===== src/hdl/aslf_pkg.sv =====
// Types, codes and constants shared by the timestamped log FIFO.
// No dependencies; every other file refers to this package by scoped names.
package aslf_pkg;

    localparam int SEQ_W      = 16;
    localparam int IN_TIME_W  = 48;
    localparam int CNT_OUT_W  = 10;
    localparam int CFG_DATA_W = 48;
    localparam int CFG_IDX_W  = 1;
    localparam int ENT_W      = 10;

    localparam logic [CFG_IDX_W-1:0] REG_MAX_AGE     = 1'd0;
    localparam logic [CFG_IDX_W-1:0] REG_MAX_ENTRIES = 1'd1;

    localparam logic [IN_TIME_W-1:0] MAX_AGE_RESET     = 48'd5000000;
    localparam logic [ENT_W-1:0]     MAX_ENTRIES_RESET = 10'd500;

    localparam logic MODE_RECORD = 1'b0;
    localparam logic MODE_POP    = 1'b1;

    typedef struct packed {
        logic                 mode;
        logic [SEQ_W-1:0]     seq_in;
        logic [IN_TIME_W-1:0] now_us;
    } in_t;

    typedef struct packed {
        logic                 entry_valid;
        logic [SEQ_W-1:0]     seq_out;
        logic [IN_TIME_W-1:0] time_out;
        logic                 last_entry;
        logic [CNT_OUT_W-1:0] held_count;
    } out_t;

    typedef enum logic [2:0] {
        ST_IDLE,
        ST_AGE_RD,
        ST_AGE_CMP,
        ST_STORE,
        ST_TRIM,
        ST_POP_RD,
        ST_POP_TAKE,
        ST_DONE
    } state_t;

    typedef struct packed {
        logic load_in;
        logic load_cutoff;
        logic drop_head;
        logic write_entry;
        logic trim;
        logic pop_take;
        logic out_load;
    } cmd_t;

    typedef struct packed {
        logic age_hit;
        logic count_nz;
        logic out_busy;
    } sts_t;

endpackage


===== src/hdl/aslf_ctrl.sv =====
// Sequencer for the log FIFO: walks record and pop beats through the datapath.
// Depends on aslf_pkg for state, command and status types.
module aslf_ctrl (
    input  logic          aclk,
    input  logic          aresetn,
    input  logic          s_valid,
    input  logic          s_mode,
    output logic          s_ready,
    input  aslf_pkg::sts_t sts,
    output aslf_pkg::cmd_t cmd
);

    aslf_pkg::state_t state_reg, state_next;

    always_ff @(posedge aclk) begin
        if (!aresetn) begin
            state_reg <= aslf_pkg::ST_IDLE;
        end else begin
            state_reg <= state_next;
        end
    end

    always_comb begin
        state_next = state_reg;
        cmd        = '0;
        s_ready    = 1'b0;
        unique case (state_reg)
            aslf_pkg::ST_IDLE: begin
                s_ready = 1'b1;
                if (s_valid) begin
                    cmd.load_in = 1'b1;
                    state_next  = (s_mode == aslf_pkg::MODE_POP) ? aslf_pkg::ST_POP_RD
                                                                 : aslf_pkg::ST_AGE_RD;
                end
            end
            aslf_pkg::ST_AGE_RD: begin
                cmd.load_cutoff = 1'b1;
                state_next      = aslf_pkg::ST_AGE_CMP;
            end
            aslf_pkg::ST_AGE_CMP: begin
                if (sts.age_hit) begin
                    cmd.drop_head = 1'b1;
                    state_next    = aslf_pkg::ST_AGE_RD;
                end else begin
                    state_next = aslf_pkg::ST_STORE;
                end
            end
            aslf_pkg::ST_STORE: begin
                cmd.write_entry = 1'b1;
                state_next      = aslf_pkg::ST_TRIM;
            end
            aslf_pkg::ST_TRIM: begin
                cmd.trim   = 1'b1;
                state_next = aslf_pkg::ST_DONE;
            end
            aslf_pkg::ST_POP_RD: begin
                state_next = aslf_pkg::ST_POP_TAKE;
            end
            aslf_pkg::ST_POP_TAKE: begin
                cmd.pop_take  = 1'b1;
                cmd.drop_head = sts.count_nz;
                state_next    = aslf_pkg::ST_DONE;
            end
            aslf_pkg::ST_DONE: begin
                if (!sts.out_busy) begin
                    cmd.out_load = 1'b1;
                    state_next   = aslf_pkg::ST_IDLE;
                end
            end
            default: begin
                state_next = aslf_pkg::ST_IDLE;
            end
        endcase
    end

endmodule


===== config.mk =====
export PLATFORM = sky130hd
export DESIGN_NAME = aslf_ctrl
export DESIGN_NICKNAME = d
export VERILOG_FILES = /design/src/hdl/aslf_pkg.sv /design/src/hdl/aslf_ctrl.sv
export SDC_FILE = /design/constraint.sdc
export NUM_CORES = 1
export LEC_CHECK = 0
export BUFFER_PORTS_ARGS = -buffer_cell sky130_fd_sc_hd__buf_4
export CAP_MARGIN = 20
export CORE_AREA = 10 10 47 49
export DETAILED_ROUTE_END_ITERATION = 16
export DIE_AREA = 0 0 57 59
export GPL_TIMING_DRIVEN = 0
export PLACE_DENSITY = 0.43
export SLEW_MARGIN = 5
export SYNTH_ARGS = -nofsm -noshare
export SYNTH_HDL_FRONTEND = slang
export SYNTH_SLANG_ARGS = --single-unit

===== constraint.sdc =====
create_clock -name aclk -period 1.06 [get_ports aclk]
set_input_delay 0 -clock aclk [delete_from_list [all_inputs] [get_ports aclk]]
set_output_delay 0 -clock aclk [all_outputs]
set_load 0.01 [all_outputs]

Word level (Yosys, flattened, before mapping)
Index checks and enable logic that the tools add are counted.
{"block": "word_totals", "reg_bits": 3, "in_bits": 7, "output_inout_bits": 8, "wordCells": 29}
{"block": "classes", "n_eq_ne": 9, "muxes": 16, "reduce_logical": 3}
{"cell": "3-bit one-hot mux with 7 select lines", "count": 1}
{"cell": "3-bit equality test, second input constant", "count": 4}
{"cell": "1-bit 2-to-1 mux", "count": 10}
{"cell": "3-bit 2-to-1 mux", "count": 3}
{"cell": "3-bit by 2-bit equality test with 1-bit output, second input constant", "count": 2}
{"cell": "2-bit inequality test, second input constant", "count": 2}
{"cell": "3-bit by 1-bit equality test with 1-bit output, second input constant", "count": 1}
{"cell": "3-bit zero test", "count": 1}
{"cell": "2-bit 2-to-1 mux", "count": 1}
{"cell": "1-bit one-hot mux with 2 select lines", "count": 1}
{"cell": "2-bit AND reduction", "count": 1}
{"cell": "2-bit OR reduction", "count": 1}

Longest topological paths before layout
Gate-level depths: netlist of run 1.
{"block": "logic_depth", "depth_word": 3, "depth_mapped": 4, "depth_no_buf": 3}

Worst setup path after synthesis of run 1
Ideal clock, no wire load.
{"block": "synth_path", "kind": "register to register", "from": "register state_reg[2]", "to": "register state_reg[2]", "setup_time_ps": 133, "t_arrival_ps": 811, "required_ps": 927, "slack_ps": 116, "path_stages_with_launch": 4, "path_buffers": 0, "synth_period_minus_slack_ps": 944, "cell_sequence": "dfxtp_1 > or2b_1 > a31oi_1 > a221oi_2"}
{"block": "synth_between", "elab_chain_cells": 3}
{"element": "start: declaration", "line": "aslf_ctrl.sv:13", "rtl": "aslf_pkg::state_t state_reg, state_next;"}
{"element": "start signal: assignment", "line": "aslf_ctrl.sv:17", "rtl": "state_reg <= aslf_pkg::ST_IDLE;"}
{"element": "start signal: assignment", "line": "aslf_ctrl.sv:19", "rtl": "state_reg <= state_next;"}
{"element": "3-bit equality test / 3-bit zero test (equally long branches)", "line": "aslf_ctrl.sv:27", "rtl": "unique case (state_reg)"}
{"element": "2-bit OR reduction (no line) / 2-bit inequality test (equally long branches)"}
{"element": "3-bit one-hot mux with 7 select lines / 2-bit AND reduction (equally long branches)"}
Several ways; a longest one is shown, not always the timed one.
A chain may end at the register's enable or synchronous reset.

==> flow_metrics.tcl, run 1 <==
set metrics [dict create \
    setup_ws_ns -0.02528 \
    slew_headroom 0.8515 \
    grt_first_pass_wirelength_um 1504 \
    critPathBufInv 2 \
    critPathMaxStageDelay_ns 0.32 \
    slowest_stage "dfxtp_2" \
    critPathCaptureType "output pin" \
    ant_nets 0 \
    dr_total_vias 326 \
    gp_congestion 0.6630 \
    cp.required_ns 1.06 \
    fp-row-count 14 \
    fin_crit_sh 1.024 \
    drv_slew 0 \
    max_freq_mhz 921.4 \
    min_period_ns 1.085 \
    use_met2 0.1039 \
    status "finished with violations" \
    drive_gt1_frac 0.6724 \
    fp.dieW_um 57 \
    grt_pass1_vias 354 \
    start_util 0.1830 \
    hp-class "in -> reg" \
    die_height_um 59 \
    synth_top_area_frac 0.2341 \
    netlist_area_um2 256.5 \
    gr-usage-met3 0.02575 \
    syn_area_per_cell_um2 7.773 \
    async_reset_ff_frac 0 \
    cp.arrival_ns 1.09 \
    clk_latency_ns 0.23 \
    p_per_area_mw_per_mm2 1649 \
    largest_reg_flops 3 \
    synth_most_common_cell "nor2_1" \
    violations "setup timing" \
    root_buffer "clkbuf_4" \
    die_area_mm2 0.003363 \
    crit_family "flip-flops" \
    antenna_cells 0 \
    synth_area_leaders "dfxtp_1 (23%), nor3b_1 (8.8%), a221oi_2 (5.9%), nor2_1 (5.9%), and2_1 (4.9%)" \
    viasPerCell 4.405 \
    synth_common_cells "nor2_1 (4), dfxtp_1 (3), nor3b_1 (3)" \
    ir_drop_mv 0.7315 \
    critPathKind "reg -> out" \
    synth_largest_area_cell "dfxtp_1" \
    routed_wl_um 890 \
    syn-num-nets 40 \
    cts-htree-levels 1 \
    dp_hpwl_um 627.4 \
    crit_top_cell "buf_6" \
    path_cells "buf_6, nor3_4, and2_4, buf_6" \
    ys_warn_count 0 \
    wl_per_cell_um 12.03 \
    yosys.cell_types.count 22 \
    hold_ws_ns 0.05654 \
    utilization 0.3688 \
    skew_ns 0.004531 \
    synth-seq-cells 3 \
    cts_buffer_depth 2 \
    clk_pin_slew_ns 0.04 \
    first_iter_violations 2 \
    area_growth_pct 101.5 \
    ys_seq_area_frac 0.2341 \
    fin_tns_setup_ns -0.03765 \
    cts_tree "built" \
    synth_edf_count 0 \
    antenna_found_initial 0 \
    ios 15 \
    p_total_w 0.0008520 \
    cap_violations 0 \
    port_buffers 14 \
    setup_viol 2 \
    path_max_fanout 5 \
    met1_usage 0.04734 \
    hold_viol_final 0 \
    syn_inst 33 \
    drc 0 \
    rsz0062_at_grt "yes" \
    core_mm2 0.001401 \
    grtUsageTotal 0.05654 \
    grt-ovfl-total 0 \
    p_leak_nw 0.2340 \
    grt_max_degree 11 \
    worst-slew-pin-transition_ns 0.2204 \
    synth_top_flop_cell "dfxtp_1" \
    nets 66 \
    fillers 166 \
    cts_made_buffers 3 \
    worstSetupStartpointType "register" \
    cts_num_sinks 3 \
    busiest_layer "met2" \
    dr.pass1.iters 2 \
]
worst min-delay path: stages:
cell	delay (ns)
buf_4	0.12
inv_1	0.07
a221oi_2	0.06
through the flow:
stage          area [µm²]  cells  setup WS (ns)
2_1_floorplan       256.5     33         0.1157
3_3_place_gp        381.6     63        0.03662
3_5_place_dp        381.6     63        0.04492
4_1_cts             478.0     71       -0.02586
5_1_grt             516.7     74        -0.1027
6_report            516.7     74       -0.02528
area by class of cell:
type	count	area [µm²]	area share
inverter	3	11.26	0.02179
sequential	3	68.82	0.1332
buffer	2	26.28	0.05085
clock buffer	4	26.28	0.05085
tap	16	20.02	0.03874
timing repair buffer	21	161.4	0.3123
multi-input combinational	25	202.7	0.3923
worst paths after layout:
kind                                endpoint         start  slack [ns]  depth (start not counted)
worst min-delay path            state_reg[2]       s_valid        0.06                          3
worst max-delay path                  cmd[6]  state_reg[2]       -0.03                          4
worst min register to register  state_reg[2]  state_reg[0]        0.65                          3
worst max register to register  state_reg[2]  state_reg[1]        0.07                          4
logic make-up (layout without fill, tap and decap cells):
family | after synthesis | in the layout | synth area share
compound gates | 9 | 9 | 0.2732
buf+inv | 5 | 30 | 0.1171
flops | 3 | 3 | 0.2342
mux | 1 | 1 | 0.03903
simple gates | 15 | 15 | 0.3366
routing by layer:
layer	up-vias	wire length [µm]
li1	163	-
met1	158	318
met2	5	529
met3	0	42
met4	0	0
met5	-	0
power by group:
part,switching (W),internal (W),total [W]
clock,0.0000585,0.000141,0.000200
combinational,0.000195,0.000268,0.000463
sequential,0.0000440,0.000146,0.000190
timing repair:
action                                  4_1_cts  5_1_grt
endpoints found under the hold margin         1        0
endpoints found under the setup margin        8        8
setup buffers                                 2        3
hold buffers                                  1        0
pin swaps                                     1        3
gates cloned                                  1        0
gates resized for setup                      12        4
placed cells by master, fill, tap and decap left out:
master          n
clkbuf_4        3
a21boi_2        2
buf_8           1
inv_1           2
o21a_1          1
clkbuf_1        1
buf_2           1
and2_1          1
nor3_4          1
dlygate4sd3_1   1
mux2i_1         1
o21bai_1        1
o21ai_0         1
dfxtp_2         1
inv_2           1
or2b_1          1
a21oi_1         2
nor2_2          1
nor2b_1         1
buf_6           2
nor2_1          3
nor3b_2         3
a221oi_2        1
and2_4          1
buf_4          18
a31oi_2         1
nor3_1          1
dfxtp_4         2
nand2_1         2
(Power assumes the default switching activity.)
==> run 2, diff against run 1 <==
==> constraint.sdc (replaced) <==
create_clock -name aclk -period 1.06 [get_ports aclk]
set_input_delay 0 -clock aclk [delete_from_list [all_inputs] [get_ports aclk]]
set_output_delay 0 -clock aclk [all_outputs]
set_load 0.05 [all_outputs]
==> run 2 against run 1 <==
  * The run still ends with setup timing left
  * Critical path depth stayed put
  * Non-clock buffer count is 1 lower
  * Global-route usage is 0.38 points lower
  * Via count is 4.6% lower
  * Register-to-register slack worse by 0.05 ns
  * Utilization is 4.2 points higher
  * Critical path type unchanged
==> flow_metrics.tcl, run 2 (synthesis results as in run 1) <==
set metrics [dict create \
    status "finished with violations" \
    violations "setup timing" \
    die_area_mm2 0.003363 \
    crit_top_cell "buf_6" \
    place_area_um2 425.4 \
    rr_startpoint "state_reg[2]" \
    utilization 0.4107 \
    antenna_found_initial 0 \
    fin_crit_sh 1.088 \
    fillers 140 \
    root_buffer "clkbuf_4" \
    dr.pass1.iters 4 \
    skew_ns 0.002055 \
    clk_pin_slew_ns 0.03 \
    cap_violations 0 \
    first_iter_violations 4 \
    grt_pass1_vias 337 \
    nets 65 \
    setup_ws_ns -0.09280 \
    port_buffers 14 \
    grt_first_pass_wirelength_um 1428 \
    routed_wl_um 806 \
    cp.required_ns 1.06 \
    clk_latency_ns 0.23 \
    r2r-end "state_reg[2]" \
    min_path_cells 3 \
    p_total_w 0.001060 \
    min_from "s_valid" \
    rr_worst_depth 3 \
    max_freq_mhz 867.5 \
    dp_slack_ns -0.02827 \
    hp-class "in -> reg" \
    multi_input_area_um2 236.5 \
    drive_gt1_frac 0.6842 \
    core_mm2 0.001401 \
    min_period_ns 1.153 \
    area_growth_pct 124.4 \
    largest_reg_flops 3 \
    critPathMaxStageDelay_ns 0.32 \
    worstHoldEndpoint "state_reg[2]" \
    fin_area_um2 575.6 \
    grt_max_degree 8 \
    critPathCaptureType "output pin" \
    fp-row-count 14 \
    rsz0062_at_grt "yes" \
    ant_nets 0 \
    seqCellArea_um2 68.82 \
    r2r_slack_ns 0.02 \
    grt-ovfl-total 0 \
    ir_drop_mv 0.7271 \
    final_common_cell "buf_4" \
    crit_family "flip-flops" \
    hold_viol_final 0 \
    worstSetupStartpointType "register" \
    path_cells "buf_6, mux2i_4, nor3_4, buf_6" \
    critPathBufInv 2 \
    drv_slew 0 \
    slew_headroom 0.8516 \
    p_leak_nw 0.2426 \
    start_util 0.1830 \
    antenna_cells 0 \
    viasPerCell 4.260 \
    cts_tree "built" \
    cts_buffer_depth 2 \
    dp_hpwl_um 607.9 \
    critPathKind "reg -> out" \
    cts-htree-levels 1 \
    cp.arrival_ns 1.15 \
    drc 0 \
    wl_per_cell_um 11.04 \
    setup_viol 6 \
    cts_made_buffers 3 \
    slowest_stage "dfxtp_2" \
    ios 15 \
    cts_num_sinks 3 \
    path_max_fanout 5 \
    fp.dieW_um 57 \
    die_height_um 59 \
    final_cell_mix "buf_4 (10), buf_6 (8), clkbuf_4 (3)" \
    dr_total_vias 311 \
    p_per_area_mw_per_mm2 1841 \
    hold_ws_ns 0.07433 \
    worst-slew-pin-transition_ns 0.2203 \
    grtUsageTotal 0.05277 \
    gp_congestion 0.7011 \
]
[run 2: cell count changes in the layout (fill, tap and decap cells not counted), moves of 2 or more]
cell     before  now
nor3b_2       3    1
buf_4        18   10
nor3b_4       0    2
buf_6         2    8
[run 2: tightest hold or removal path, cell delays in order]
cell,delay (ns)
buf_4,0.12
inv_1,0.08
a221oi_2,0.06
[run 2: cell type report]
type | instances | area share
tap | 16 | 0.03478
inverter | 3 | 0.02391
buffer | 2 | 0.04565
timing repair buffer | 20 | 0.3196
clock buffer | 4 | 0.04565
multi-input combinational | 25 | 0.4109
sequential | 3 | 0.1196
[run 2: stage by stage]
stage / cells / TNS, ns
floorplan: 33 / -0.9081
global placement: 63 / -0.04320
detailed placement: 63 / -0.02827
CTS: 73 / -0.3199
global route: 73 / -0.6764
finish: 73 / -0.3092
[run 2: routing by layer]
| metal | vias up | wire (µm) | GRT usage |
|---|---|---|---|
| met4 | 0 | 0 | 0.02013 |
| met3 | 0 | 45 | 0.03004 |
| li1 | 161 | - | - |
| met1 | 143 | 314 | 0.05357 |
| met2 | 7 | 446 | 0.08837 |
| met5 | - | 0 | 0 |
[run 2: how the worst max path moves through the flow]
| stage | depth (start not counted) | from | to | slack [ns] |
|---|---|---|---|---|
| finish | 4 | state_reg[2] | cmd[4] | -0.09 |
| global route | 4 | state_reg[2] | cmd[4] | -0.13 |
| CTS | 4 | state_reg[2] | cmd[4] | -0.1 |
| detailed placement | 3 | state_reg[0] | state_reg[2] | -0.03 |
| global placement | 3 | state_reg[0] | state_reg[2] | -0.04 |
| floorplan | 3 | state_reg[2] | cmd[6] | -0.21 |
[run 2: what timing repair did]
| action | 4_1_cts | 5_1_grt |
|---|---|---|
| hold endpoints to repair | 1 | 0 |
| setup endpoints to repair | 9 | 9 |
| hold buffers | 1 | 0 |
| gates resized for setup | 16 | 5 |
| gates cloned | 1 | 0 |
| pin swaps | 3 | 2 |
| setup buffers | 4 | 0 |
[run 2: power breakdown]
group	internal, W	switching (W)
Sequential	0.000146	0.0000486
Combinational	0.000311	0.000359
Clock	0.000141	0.0000543
Total	0.000597	0.000462
